## config.mk

```make
export PLATFORM = sky130hd
export DESIGN_NAME = gtfr_ctrl
export DESIGN_NICKNAME = d
export VERILOG_FILES = /design/src/rtl/gtfr_pkg.sv /design/src/rtl/gtfr_ctrl.sv
export SDC_FILE = /design/constraint.sdc
export NUM_CORES = 1
export LEC_CHECK = 0
export BUFFER_PORTS_ARGS = -buffer_cell sky130_fd_sc_hd__buf_2
export CAP_MARGIN = 15
export CORE_AREA = 2 2 39 41
export DETAILED_ROUTE_END_ITERATION = 8
export DIE_AREA = 0 0 41 43
export GPL_ROUTABILITY_DRIVEN = 0
export PLACE_DENSITY = 0.8
export SYNTH_ARGS = -nofsm -noshare
export SYNTH_HDL_FRONTEND = slang
export SYNTH_SLANG_ARGS = --single-unit
```

## constraint.sdc

```tcl
create_clock -name clk -period 2.16 [get_ports clk]
set_input_delay 0.648 -clock clk [delete_from_list [all_inputs] [get_ports clk]]
set_output_delay 0.648 -clock clk [all_outputs]
set_load 0.01 [all_outputs]
```

## src/rtl/gtfr_pkg.sv

```systemverilog
`default_nettype none
package gtfr_pkg;

	localparam int DEF_SCREEN_WIDTH  = 250;
	localparam int DEF_SCREEN_HEIGHT = 122;
	localparam int DEF_ROW_BYTES     = 16;

	// Wide enough for any byte index over the full parameter range.
	localparam int IDX_W   = 18;
	localparam int COORD_W = 14;
	localparam int XY_W    = 11;
	localparam int SCALE_W = 4;
	localparam int CODE_W  = 8;
	localparam int BYTE_W  = 8;
	localparam int RIDX_W  = 12;
	localparam int CMD_W   = 3;
	localparam int GLYPH_W = 40;

	typedef enum logic [CMD_W-1:0] {
		CMD_FILL  = 3'd0,
		CMD_PIXEL = 3'd1,
		CMD_TEXT  = 3'd2,
		CMD_CHAR  = 3'd3,
		CMD_READ  = 3'd4
	} cmd_t;

	typedef struct packed {
		logic load;
		logic sweep_wr;
		logic dot_next;
		logic dot_skip;
		logic calc_coord;
		logic calc_addr;
		logic pix_wr;
		logic cursor_upd;
		logic rd_capture;
		logic out_load;
	} dp_cmd_t;

	typedef struct packed {
		logic sweep_last;
		logic dot_lit;
		logic row_last;
		logic sub_last;
		logic halted;
	} dp_sts_t;

	// Five column bytes, column 0 in the top byte; bit n of a column is glyph row n.
	function automatic logic [GLYPH_W-1:0] glyph_bits(input logic [6:0] idx);
		logic [GLYPH_W-1:0] g;
		unique case (idx)
			7'd0:  g = 40'h0000000000;
			7'd1:  g = 40'h00005F0000;
			7'd2:  g = 40'h0007000700;
			7'd3:  g = 40'h147F147F14;
			7'd4:  g = 40'h242A7F2A12;
			7'd5:  g = 40'h2313086462;
			7'd6:  g = 40'h3649562050;
			7'd7:  g = 40'h0008070300;
			7'd8:  g = 40'h001C224100;
			7'd9:  g = 40'h0041221C00;
			7'd10: g = 40'h2A1C7F1C2A;
			7'd11: g = 40'h08083E0808;
			7'd12: g = 40'h0080703000;
			7'd13: g = 40'h0808080808;
			7'd14: g = 40'h0000606000;
			7'd15: g = 40'h2010080402;
			7'd16: g = 40'h3E5149453E;
			7'd17: g = 40'h00427F4000;
			7'd18: g = 40'h7249494946;
			7'd19: g = 40'h2141494D33;
			7'd20: g = 40'h1814127F10;
			7'd21: g = 40'h2745454539;
			7'd22: g = 40'h3C4A494931;
			7'd23: g = 40'h4121110907;
			7'd24: g = 40'h3649494936;
			7'd25: g = 40'h464949291E;
			7'd26: g = 40'h0000140000;
			7'd27: g = 40'h0040340000;
			7'd28: g = 40'h0008142241;
			7'd29: g = 40'h1414141414;
			7'd30: g = 40'h4122140800;
			7'd31: g = 40'h0201590906;
			7'd32: g = 40'h3E415D594E;
			7'd33: g = 40'h7C1211127C;
			7'd34: g = 40'h7F49494936;
			7'd35: g = 40'h3E41414122;
			7'd36: g = 40'h7F4141413E;
			7'd37: g = 40'h7F49494941;
			7'd38: g = 40'h7F09090901;
			7'd39: g = 40'h3E41415173;
			7'd40: g = 40'h7F0808087F;
			7'd41: g = 40'h00417F4100;
			7'd42: g = 40'h2040413F01;
			7'd43: g = 40'h7F08142241;
			7'd44: g = 40'h7F40404040;
			7'd45: g = 40'h7F021C027F;
			7'd46: g = 40'h7F0408107F;
			7'd47: g = 40'h3E4141413E;
			7'd48: g = 40'h7F09090906;
			7'd49: g = 40'h3E4151215E;
			7'd50: g = 40'h7F09192946;
			7'd51: g = 40'h2649494932;
			7'd52: g = 40'h03017F0103;
			7'd53: g = 40'h3F4040403F;
			7'd54: g = 40'h1F2040201F;
			7'd55: g = 40'h3F4038403F;
			7'd56: g = 40'h6314081463;
			7'd57: g = 40'h0304780403;
			7'd58: g = 40'h6159494D43;
			7'd59: g = 40'h007F414141;
			7'd60: g = 40'h0204081020;
			7'd61: g = 40'h004141417F;
			7'd62: g = 40'h0402010204;
			7'd63: g = 40'h4040404040;
			7'd64: g = 40'h0003070800;
			7'd65: g = 40'h2054547840;
			7'd66: g = 40'h7F28444438;
			7'd67: g = 40'h3844444428;
			7'd68: g = 40'h384444287F;
			7'd69: g = 40'h3854545418;
			7'd70: g = 40'h00087E0902;
			7'd71: g = 40'h18A4A49C78;
			7'd72: g = 40'h7F08040478;
			7'd73: g = 40'h00447D4000;
			7'd74: g = 40'h2040403D00;
			7'd75: g = 40'h7F10284400;
			7'd76: g = 40'h00417F4000;
			7'd77: g = 40'h7C04780478;
			7'd78: g = 40'h7C08040478;
			7'd79: g = 40'h3844444438;
			7'd80: g = 40'hFC18242418;
			7'd81: g = 40'h18242418FC;
			7'd82: g = 40'h7C08040408;
			7'd83: g = 40'h4854545424;
			7'd84: g = 40'h04043F4424;
			7'd85: g = 40'h3C4040207C;
			7'd86: g = 40'h1C2040201C;
			7'd87: g = 40'h3C4030403C;
			7'd88: g = 40'h4428102844;
			7'd89: g = 40'h4C9090907C;
			7'd90: g = 40'h4464544C44;
			7'd91: g = 40'h0008364100;
			7'd92: g = 40'h0000770000;
			7'd93: g = 40'h0041360800;
			7'd94: g = 40'h0201020402;
			7'd95: g = 40'h7F7F7F7F7F;
			default: g = 40'h0201590906;
		endcase
		return g;
	endfunction

endpackage
`default_nettype wire

```

## src/rtl/gtfr_ctrl.sv

```systemverilog
`default_nettype none
module gtfr_ctrl (
	input  wire logic                        clk,
	input  wire logic                        arst_n,
	input  wire logic                        in_valid,
	output logic                             in_ready,
	input  wire logic [gtfr_pkg::CMD_W-1:0]  in_command,
	output logic                             out_valid,
	input  wire logic                        out_ready,
	output gtfr_pkg::dp_cmd_t                cmd,
	input  wire gtfr_pkg::dp_sts_t           sts
);
	typedef enum logic [3:0] {
		S_CLEAR, S_IDLE, S_FILL, S_DOT, S_COORD, S_ADDR, S_RD, S_WR, S_CURSOR,
		S_RDWAIT, S_DONE
	} state_t;

	state_t state_q, state_d;
	logic   out_valid_q;
	logic   char_q;
	logic   accept;

	assign in_ready  = (state_q == S_IDLE);
	assign accept    = in_valid && in_ready;
	assign out_valid = out_valid_q;

	always_comb begin
		state_d = state_q;
		cmd     = '0;
		unique case (state_q)
			S_CLEAR: begin
				cmd.sweep_wr = 1'b1;
				if (sts.sweep_last) begin
					state_d = S_IDLE;
				end
			end
			S_IDLE: begin
				if (accept) begin
					cmd.load = 1'b1;
					priority if (in_command == gtfr_pkg::CMD_FILL) begin
						state_d = S_FILL;
					end else if (in_command == gtfr_pkg::CMD_PIXEL) begin
						state_d = S_ADDR;
					end else if (in_command == gtfr_pkg::CMD_CHAR && !sts.halted) begin
						state_d = S_DOT;
					end else if (in_command == gtfr_pkg::CMD_READ) begin
						state_d = S_RDWAIT;
					end else begin
						state_d = S_DONE;
					end
				end
			end
			S_FILL: begin
				cmd.sweep_wr = 1'b1;
				if (sts.sweep_last) begin
					state_d = S_DONE;
				end
			end
			S_DOT: begin
				if (sts.dot_lit) begin
					state_d = S_COORD;
				end else if (sts.row_last) begin
					state_d = S_CURSOR;
				end else begin
					cmd.dot_skip = 1'b1;
				end
			end
			S_COORD: begin
				cmd.calc_coord = 1'b1;
				state_d = S_ADDR;
			end
			S_ADDR: begin
				cmd.calc_addr = 1'b1;
				state_d = S_RD;
			end
			S_RD: begin
				state_d = S_WR;
			end
			S_WR: begin
				cmd.pix_wr = 1'b1;
				if (!char_q) begin
					state_d = S_DONE;
				end else if (sts.row_last && sts.sub_last) begin
					state_d = S_CURSOR;
				end else begin
					cmd.dot_next = 1'b1;
					state_d = S_DOT;
				end
			end
			S_CURSOR: begin
				cmd.cursor_upd = 1'b1;
				state_d = S_DONE;
			end
			S_RDWAIT: begin
				cmd.rd_capture = 1'b1;
				state_d = S_DONE;
			end
			S_DONE: begin
				if (!out_valid_q || out_ready) begin
					cmd.out_load = 1'b1;
					state_d = S_IDLE;
				end
			end
			default: begin
				state_d = S_IDLE;
			end
		endcase
	end

	always_ff @(posedge clk or negedge arst_n) begin
		if (!arst_n) begin
			state_q     <= S_CLEAR;
			out_valid_q <= 1'b0;
			char_q      <= 1'b0;
		end else begin
			state_q <= state_d;
			if (accept) begin
				char_q <= (in_command == gtfr_pkg::CMD_CHAR);
			end
			if (cmd.out_load) begin
				out_valid_q <= 1'b1;
			end else if (out_ready) begin
				out_valid_q <= 1'b0;
			end
		end
	end

	a_one_at_a_time: assert property (@(posedge clk) disable iff (!arst_n)
		accept |=> !in_ready)
		else $error("second item taken while one is in work");
	a_result_posted: assert property (@(posedge clk) disable iff (!arst_n)
		cmd.out_load |=> out_valid_q)
		else $error("finished result not presented");
	a_no_write_idle: assert property (@(posedge clk) disable iff (!arst_n)
		in_ready |-> !cmd.pix_wr && !cmd.sweep_wr)
		else $error("frame store written while idle");
endmodule
`default_nettype wire

```

# [Word level (Yosys, flattened, before mapping)]
# Cells that the tools add are included.
[totals] output_inout_bits=12 ff_bits=6 wordCells=64
[classes] mux=31 eq_ne=18 n_reduce_logical=12
[ops] cell="$mux 4" count=11
[ops] cell="$pmux 4 s10" count=1
[ops] cell="$mux 1" count=18
[ops] cell="$eq 4x3->1 const B" count=4
[ops] cell="$eq 4x4->1 const B" count=3
[ops] cell="$eq 4x2->1 const B" count=2
[ops] cell="$ne 2x2->1 const B" count=3
[ops] cell="$reduce_and 5->1" count=1
[ops] cell="$eq 4x1->1 const B" count=1
[ops] cell="$logic_not 4->1" count=1
[ops] cell="$reduce_or 2->1" count=2
[ops] cell="$eq 3x1->1 const B" count=1
[ops] cell="$eq 3x2->1 const B" count=1
[ops] cell="$eq 3x3->1 const B" count=1
[ops] cell="$logic_and 1x1->1" count=3
[ops] cell="$logic_not 3->1" count=1
[ops] cell="$ne 3x3->1 const B" count=1
[ops] cell="$logic_not 1->1" count=2
[ops] cell="$mux 2" count=1
[ops] cell="$ne 2x1->1 const B" count=1
[ops] cell="$reduce_bool 2->1" count=1
[ops] cell="$logic_or 1x1->1" count=1

# [Logic depth before layout (Yosys ltp)]
# Gate-level depths: netlist of the first run.
[logic_depth] ltp_word=7 ltp_mapped=6

# [Worst setup path before layout of the first run]
# OpenSTA, ideal clock, no wires.
[synth_path] path_type="flip-flop to output port" from="reg state_q[1]" to="out cmd[9] (netlist name)" arrival_time_ps=1297 path_buffers=1 required_time_ps=1512 slack_ps=215 path_stages_with_launch=6 cell_sequence="dfrtp_1 > nand2b_1 > or3_4 > inv_1 > and2_4 > buf_4"
[synth_lines] element="from (decl)" line="gtfr_ctrl.sv:18" source="state_t state_q, state_d;"
[synth_lines] element="from (signal assigned)" line="gtfr_ctrl.sv:116" source="state_q <= state_d;"
[synth_lines] element="to (decl)" line="gtfr_ctrl.sv:10" source="output gtfr_pkg::dp_cmd_t cmd,"

==> impl_metrics.tcl, run 1 <==
set metrics [dict create \
    synth_top_area_frac 0.263 \
    crit_required_ps 1510 \
    fin_util 0.610 \
    synthTopCellsByArea "dfrtp_1 (26%), nand2b_1 (6.6%), nand2_1 (5.3%)" \
    start_kind "register" \
    crit_path_end "cmd[9]" \
    ir_worst_vdd_mv 0.743 \
    fmax_ghz 0.474 \
    grt_first_pass_wirelength_mm 2.23 \
    maxSlewHeadroom 0.753 \
    die_area_sq_um 1760 \
    synth_nets 87 \
    cp.depth 5 \
    synth_area_per_cell_sq_um 7.61 \
    placed_cells 115 \
    multi_input_area_sq_um 403 \
    fill_cells 118 \
    grt_max_degree 14 \
    clk_latency_ps 240 \
    r2r-start "state_q[1]" \
    grt_setup_unrepaired "false" \
    synthDistinctLibCells 30 \
    antenna-diode-count 0 \
    drtIter0Drc 9 \
    cp_max_fo 3 \
    preCtsSetupSlack_ps 121 \
    avgRoutedWirePerCell_um 12.1 \
    ioPinCount 24 \
    finClkSkew_ps 7.23 \
    antenna_found_initial 0 \
    synth_area_sq_um 571 \
    chipWidth_um 41 \
    io_buffers 23 \
    crit_arrival_ps 1460 \
    maxCapViolCount 0 \
    min_period_ps 2110 \
    met2_usage 0.297 \
    final_area_sq_um 845 \
    reg2regPathDepth 7 \
    cts_buffers 3 \
    synth_edf_count 0 \
    p_total_mw 1.06 \
    final_cells 126 \
    cp_cell_sequence "nand2b_4 -> or3_4 -> inv_2 -> and2_4 -> buf_6" \
    post_dp_cell_area_sq_um 726 \
    slowest_stage "or3_4" \
    r2r-end "state_q[3]" \
    cellLeakagePower_nw 0.418 \
    initial_core_util 0.412 \
    min-delay-path-class "in2async" \
    grt_pass1_vias 572 \
    crit_start "state_q[1]" \
    grt.busiest_layer "met2" \
    cellPowerDensity_nw_per_um2 1260 \
    r2r_setup_slack_ps 410 \
    core.rowCount 14 \
    clock_path_buffers 2 \
    final_nets 124 \
    drv_slew 0 \
    yosysTopAreaCell "dfrtp_1" \
    setup_viol 0 \
    yosys_warnings 0 \
    cts_max_level 1 \
    slowest_delay_ps 400 \
    critical_path_class "reg2out" \
    drive_gt1_frac 0.473 \
    routed_wl_mm 1.52 \
    fin_hold_ws_ps 220 \
    globalRouteMet1Util 0.221 \
    clock_sinks 6 \
    finalHoldViolCount 0 \
    setup_ws_ps 48.2 \
    via_count 690 \
    drc_errors 0 \
    dp_hpwl_mm 1.12 \
    holdBufCountCts 0 \
    fin_setup_tns_ps 0 \
    die_h_um 43 \
    clk_pin_slew_worst_paths_ps 50 \
    synthArstFlopShare 1.00 \
    cts_tree "done" \
    area_growth_pct 48.0 \
    crit_family "simple AND/OR/NAND/NOR gates" \
    core_area_sq_um 1380 \
    syn_inst 75 \
    endpoint_kind "output pin" \
    ys_ff_latch 6 \
    first_pass_iters 4 \
    cts_root_buf "clkbuf_4" \
    antenna_left 0 \
    grt_usage 0.182 \
    ys_seq_area_frac 0.263 \
    fin_crit_sh 0.978 \
    ff_latch_area_sq_um 154 \
    synth_flop_cell "dfrtp_1" \
    status "complete, no violations" \
    gr-total-overflow 0 \
    worst_slew_pin_slew_ps 365 \
    crit_buf_inv 2 \
    viasPerCell 5.48 \
    use_met3 0.0524 \
]
==> timing repair <==
action / CTS / global route
gates resized for setup: 3 / 6
cloned: 0 / 0
setup endpoints to repair: 2 / 6
buffers inserted: 0 / 8
endpoints found under the hold margin: 0 / 0
pin swaps: 0 / 3
==> cells by family after synthesis <==
family	Yosys count	share of synthesized area
buf+inv	9	0.0702
simple gates	41	0.430
compound gates	17	0.200
mux	2	0.0373
flops	6	0.263
==> cell usage after synthesis, types with 2 or more instances <==
cell type / instances
dfrtp_1: 6
a21oi_1: 5
nor2_1: 7
a31oi_1: 2
nor2b_1: 3
nand2_1: 8
nand4_1: 2
nand2b_1: 6
inv_1: 4
o32a_1: 2
clkbuf_1: 2
o21ai_0: 4
buf_2: 2
nor4_1: 2
nor3_1: 5
==> layer usage <==
metal | vias up | wire [um]
met5 | - | 0
met1 | 323 | 639
met3 | 2 | 64
met2 | 23 | 804
met4 | 0 | 15
li1 | 342 | -
==> power breakdown <==
| part | leakage, nW | total [mW] | switching [mW] | internal (mW) |
|---|---|---|---|---|
| sequential | 0.0746 | 0.226 | 0.0671 | 0.159 |
| combinational | 0.330 | 0.738 | 0.341 | 0.397 |
| clock | 0.0138 | 0.0992 | 0.0366 | 0.0626 |
| total | 0.418 | 1.06 | 0.444 | 0.619 |
==> worst min-delay path by stage <==
stage / startpoint / to / cells after the start
3_3_place_gp: arst_n / char_q / 1
3_5_place_dp: arst_n / char_q / 1
6_report: arst_n / out_valid / 1
2_1_floorplan: arst_n / char_q / 0
4_1_cts: arst_n / state_q[3] / 1
5_1_grt: arst_n / out_valid / 1
==> area by class of cell <==
class                           count  share of cell area
Tap cell                           16              0.0237
Sequential cell                     6               0.182
Inverter                            4              0.0178
Multi-Input combinational cell     60               0.477
Timing Repair Buffer               37               0.273
Clock buffer                        3              0.0267
==> registers in the layout (all words and copies together), names as in the netlist <==
name	flops
out_valid	1
char_q	1
state_q	4
==> layout by cell type, fill, tap and decap left out, drive strengths merged, types with 2 or more instances in the layout <==
cell     n
inv      4
nor4     2
o21ai    4
nand2b   6
o32a     2
a31oi    2
dfrtp    6
nor2     7
nand4    2
clkbuf   3
buf     37
nor3     5
a21oi    5
nand2    8
nor2b    3
==> worst reg2reg max path, stage by stage, from the launching register on <==
cell and delay, ps:
dfrtp_1 380, nand2b_4 150, or3_4 400, buf_4 150, buf_4 130, o211ai_2 160, nand3b_4 170, o21ai_0 90
Note: power is estimated with default switching activity, not from simulation.
==> inputs of run 2 (changes only) <==
- CAP_MARGIN: 15 -> 20
- CORE_AREA: 2 2 39 41 -> default
- CORE_MARGIN: default -> 2
- CORE_UTILIZATION: default -> 44
- DIE_AREA: 0 0 41 43 -> default
- PLACE_DENSITY: 0.8 -> 0.81
- SETUP_SLACK_MARGIN: default -> 0.4
==> run 2 against run 1 <==
  * Register-to-register slack better by 30 ps
  * Setup slack worse by 3.5 ps
  * Power is 19% higher
  * Sequential power hardly changed
  * Non-clock buffer count is 2 higher
  * Clock power is 8% higher
==> impl_metrics.tcl, run 2 (same netlist as run 1, synthesis figures left out) <==
set metrics [dict create \
    status "complete, no violations" \
    drc_errors 0 \
    clock_sinks 6 \
    mostFrequentLayoutCells "buf_2 (20), buf_4 (12), nor2_1 (6)" \
    clk_pin_slew_worst_paths_ps 50 \
    crit_arrival_ps 1470 \
    routed_wl_mm 2.03 \
    grt_usage 0.309 \
    die_area_sq_um 1600 \
    fin_crit_sh 0.979 \
    viasPerCell 5.71 \
    largest_reg_flops 4 \
    drive_gt1_frac 0.607 \
    maxSlewHeadroom 0.704 \
    finClkSkew_ps 4.42 \
    fmax_ghz 0.473 \
    initial_core_util 0.494 \
    critical_path_class "reg2out" \
    fill_cells 65 \
    grt_max_degree 14 \
    area_growth_pct 72.4 \
    fin_hold_ws_ps 212 \
    fin_setup_tns_ps 0 \
    maxCapViolCount 0 \
    first_pass_iters 4 \
    regMostFlops "state_q" \
    avgRoutedWirePerCell_um 16.1 \
    final_nets 126 \
    drv_slew 0 \
    ioPinCount 24 \
    min-delay-path-class "in2async" \
    clk_latency_ps 250 \
    worst_slew_pin_slew_ps 440 \
    min_period_ps 2120 \
    crit_start "state_q[1]" \
    finalHoldViolCount 0 \
    layout_commonest_cell "buf_2" \
    grt_pass1_vias 703 \
    cts_max_level 1 \
    cellPowerDensity_nw_per_um2 1280 \
    chipWidth_um 40.0 \
    cts_root_buf "clkbuf_4" \
    cts_tree "done" \
    core_area_sq_um 1160 \
    antenna_found_initial 0 \
    grt_setup_unrepaired "true" \
    clock_path_buffers 2 \
    die_h_um 40.0 \
    io_buffers 23 \
    ir_worst_vdd_mv 0.910 \
    cellLeakagePower_nw 0.462 \
    drtIter0Drc 23 \
    holdBufCountCts 0 \
    grt_first_pass_wirelength_mm 3.21 \
    endpoint_kind "output pin" \
    cp_max_fo 2 \
    antenna_left 0 \
    r2r-start "state_q[1]" \
    cts_buffers 3 \
    core.rowCount 12 \
    via_count 719 \
    dp_hpwl_mm 1.06 \
    crit_required_ps 1510 \
    antenna-diode-count 0 \
    start_kind "register" \
    gr-total-overflow 0 \
    setup_viol 0 \
]
## run 2: changes by cell type in the layout (fill, tap and decap cells not counted), moves of 2 or more
cell     previous run  this run
nand2_1             8         4
nor3_1              5         1
nor3_2              0         4
buf_6               2         5
buf_2              22        20
nand2_2             0         2
nand2_4             0         2
## run 2: per-stage QoR
stage | std cells | util | total power, mW | setup WS [ps] | area, sq um
floorplan | 75 | - | 0.644 | 301 | 581
global placement | 111 | 0.621 | 0.795 | 220 | 718
detailed placement | 111 | 0.621 | 0.801 | 157 | 718
CTS | 124 | 0.781 | 1.11 | 48.5 | 903
global route | 126 | 0.851 | 1.35 | -25.7 | 983
finish | 126 | 0.851 | 1.26 | 44.7 | 983
## run 2: path summary, 6_finish.rpt
path	to	slack [ps]	depth (start not counted)
hold / removal	state_q[2]	210	1
setup / recovery	cmd[9]	40	5
hold reg to reg	char_q	650	1
setup reg to reg	char_q	440	7
min in group clk	char_q	650	1
max in group asynchronous	state_q[0]	1790	1
## run 2: layout make-up
cell class | count | area (sq um) | area share
Tap cell | 14 | 17.5 | 0.0178
Inverter | 4 | 30.0 | 0.0305
Clock buffer | 3 | 22.5 | 0.0229
Timing Repair Buffer | 39 | 282 | 0.286
Multi-Input combinational cell | 60 | 478 | 0.486
Sequential cell | 6 | 154 | 0.156
## run 2: worst max-delay path, stage by stage, from the launching register on
cell,delay [ps]
dfrtp_1,390
nand2b_4,150
or3_4,390
inv_4,60
and2_4,130
buf_6,90
## run 2: where the power goes
part | leakage [nW] | internal [mW] | total, mW | switching [mW]
combinational | 0.373 | 0.482 | 0.931 | 0.449
clock | 0.0138 | 0.0631 | 0.107 | 0.0443
sequential | 0.0746 | 0.159 | 0.225 | 0.0656
## run 2: repair_timing
item | 4_1_cts | 5_1_grt
pin swaps | 9 | 5
setup buffers | 10 | 2
gates resized for setup | 20 | 15
endpoints found under the hold margin | 0 | 0
setup endpoints to repair | 11 | 14
## run 2: routing by layer
metal,track usage,share of wire,up-vias
met1,0.394,0.42,332
met2,0.460,0.50,40
met3,0.106,0.069,4
met5,0,0,-
li1,-,-,343
met4,0.155,0.011,0
==> inputs of run 3 (changes only) <==
- ABC_AREA: default -> 0
- clock period: 2.16 -> 2.5 ns (I/O delays scaled with it)
==> run 3 against run 2 <==
  * Clock power shrank 10%
  * Power shrank 18%
  * Core utilization shrank 3.7 points
  * Setup slack gained 180 ps
  * Sequential share of layout area grew 0.71 points
  * Global-route usage shrank 2.6 points
  * Flip-flop and latch count is the same
  * Critical path type unchanged
  * Largest cell class unchanged
==> impl_metrics.tcl, run 3 (same netlist as run 1, synthesis figures left out) <==
set metrics [dict create \
    antenna-diode-count 0 \
    antenna_found_initial 0 \
    slowest_delay_ps 430 \
    io_buffers 23 \
    finClkSkew_ps 10.0 \
    maxSlewHeadroom 0.746 \
    routed_wl_mm 2.43 \
    critical_path_class "reg2out" \
    min-delay-path-class "in2async" \
    endpoint_kind "output pin" \
    core.rowCount 12 \
    drtIter0Drc 49 \
    clk_pin_slew_worst_paths_ps 50 \
    cellPowerDensity_nw_per_um2 1100 \
    clk_latency_ps 260 \
    post_dp_cell_area_sq_um 701 \
    gr-total-overflow 0 \
    setup_ws_ps 223 \
    fmax_ghz 0.439 \
    cellLeakagePower_nw 0.464 \
    ir_worst_vdd_mv 0.836 \
    r2r-end "state_q[1]" \
    die_area_sq_um 1600 \
    layout_commonest_cell "buf_2" \
    drc_errors 0 \
    crit_arrival_ps 1530 \
    holdBufCountCts 0 \
    slowest_stage "dfrtp_2" \
    mostFrequentLayoutCells "buf_2 (22), buf_4 (19), nand2_1 (7)" \
    drv_slew 0 \
    reg2regPathDepth 11 \
    first_pass_iters 5 \
    grt_setup_unrepaired "true" \
    largest_reg_flops 4 \
    final_area_sq_um 941 \
    fin_crit_sh 0.911 \
    grt_first_pass_wirelength_mm 2.94 \
    crit_path_end "cmd[7]" \
    grt_pass1_vias 675 \
    cts_root_buf "clkbuf_4" \
    drive_gt1_frac 0.559 \
    grt_max_degree 15 \
    start_kind "register" \
    viasPerCell 6.37 \
    dp_hpwl_mm 1.00 \
    worst_slew_pin_slew_ps 377 \
    die_h_um 40.0 \
    via_count 841 \
    initial_core_util 0.494 \
    core_area_sq_um 1160 \
    preCtsSetupSlack_ps 334 \
    antenna_left 0 \
    grt_usage 0.284 \
    avgRoutedWirePerCell_um 18.4 \
    maxCapViolCount 0 \
    cts_max_level 1 \
    regMostFlops "state_q" \
    crit_required_ps 1750 \
    min_period_ps 2280 \
    chipWidth_um 40.0 \
    area_growth_pct 64.9 \
    finalHoldViolCount 0 \
    clock_path_buffers 2 \
    final_nets 132 \
    ioPinCount 24 \
    setup_viol 0 \
    fin_setup_tns_ps 0 \
    cp_cell_sequence "buf_4 -> nand2_1 -> nor3_1 -> buf_2" \
    status "complete, no violations" \
    cts_tree "done" \
    r2r-start "state_q[3]" \
    clock_sinks 6 \
    cts_buffers 3 \
    r2r_setup_slack_ps 430 \
    cp_max_fo 11 \
    crit_start "state_q[0]" \
]
run 3: changes by cell type in the layout (fill, tap and decap cells not counted), moves of 2 or more:
cell / delta
nand2_1: +3
buf_2: +2
buf_4: +7
nor3_1: +3
nor3_2: -3
nand2_4: -2
run 3: cell type report:
cell class                      count  area (sq um)
Clock buffer                        3          22.5
Fill cell                          60           215
Inverter                            4          15.0
Multi-Input combinational cell     60           434
Sequential cell                     6           154
Tap cell                           14          17.5
Timing Repair Buffer               45           298
run 3: worst min path at each step:
stage | start | end | slack [ps] | cells past startpoint
CTS | arst_n | state_q[1] | 310 | 1
global route | arst_n | state_q[1] | 310 | 1
global placement | char_q | char_q | 550 | 1
floorplan | arst_n | char_q | 450 | 0
finish | arst_n | out_valid | 300 | 1
detailed placement | char_q | char_q | 540 | 1
run 3: per-stage QoR:
step	util	hold WS [ps]	std cells	total power [mW]
floorplan	-	454	75	0.534
detailed placement	0.606	544	110	0.657
global placement	0.606	547	110	0.656
CTS	0.776	311	131	0.895
finish	0.814	296	132	1.04
global route	0.814	307	132	1.08
run 3: repair_timing:
item                                    CTS  global route
endpoints found under the setup margin    5            11
gates resized for setup                  11            10
pin swaps                                 3             3
setup buffers                            18             1
run 3: critical path: cells and delay by family, from the launching register on:
| kind | cells | cell delay [ps] |
|---|---|---|
| and+or+nand+nor | 2 | 440 |
| DFF | 1 | 430 |
| buffers and inverters | 2 | 390 |
run 3: routing by layer:
metal | vias to the layer above | GRT usage | wire length [um]
met4 | 0 | 0.0862 | 130
met1 | 386 | 0.346 | 814
met2 | 74 | 0.476 | 1180
met3 | 23 | 0.0833 | 306
li1 | 358 | - | -
met5 | - | 0 | 0
run 3: report_power, final:
group / internal, mW / switching [mW] / total (mW)
clock: 0.0547 / 0.0416 / 0.0963
combinational: 0.367 / 0.384 / 0.751
sequential: 0.138 / 0.0515 / 0.189
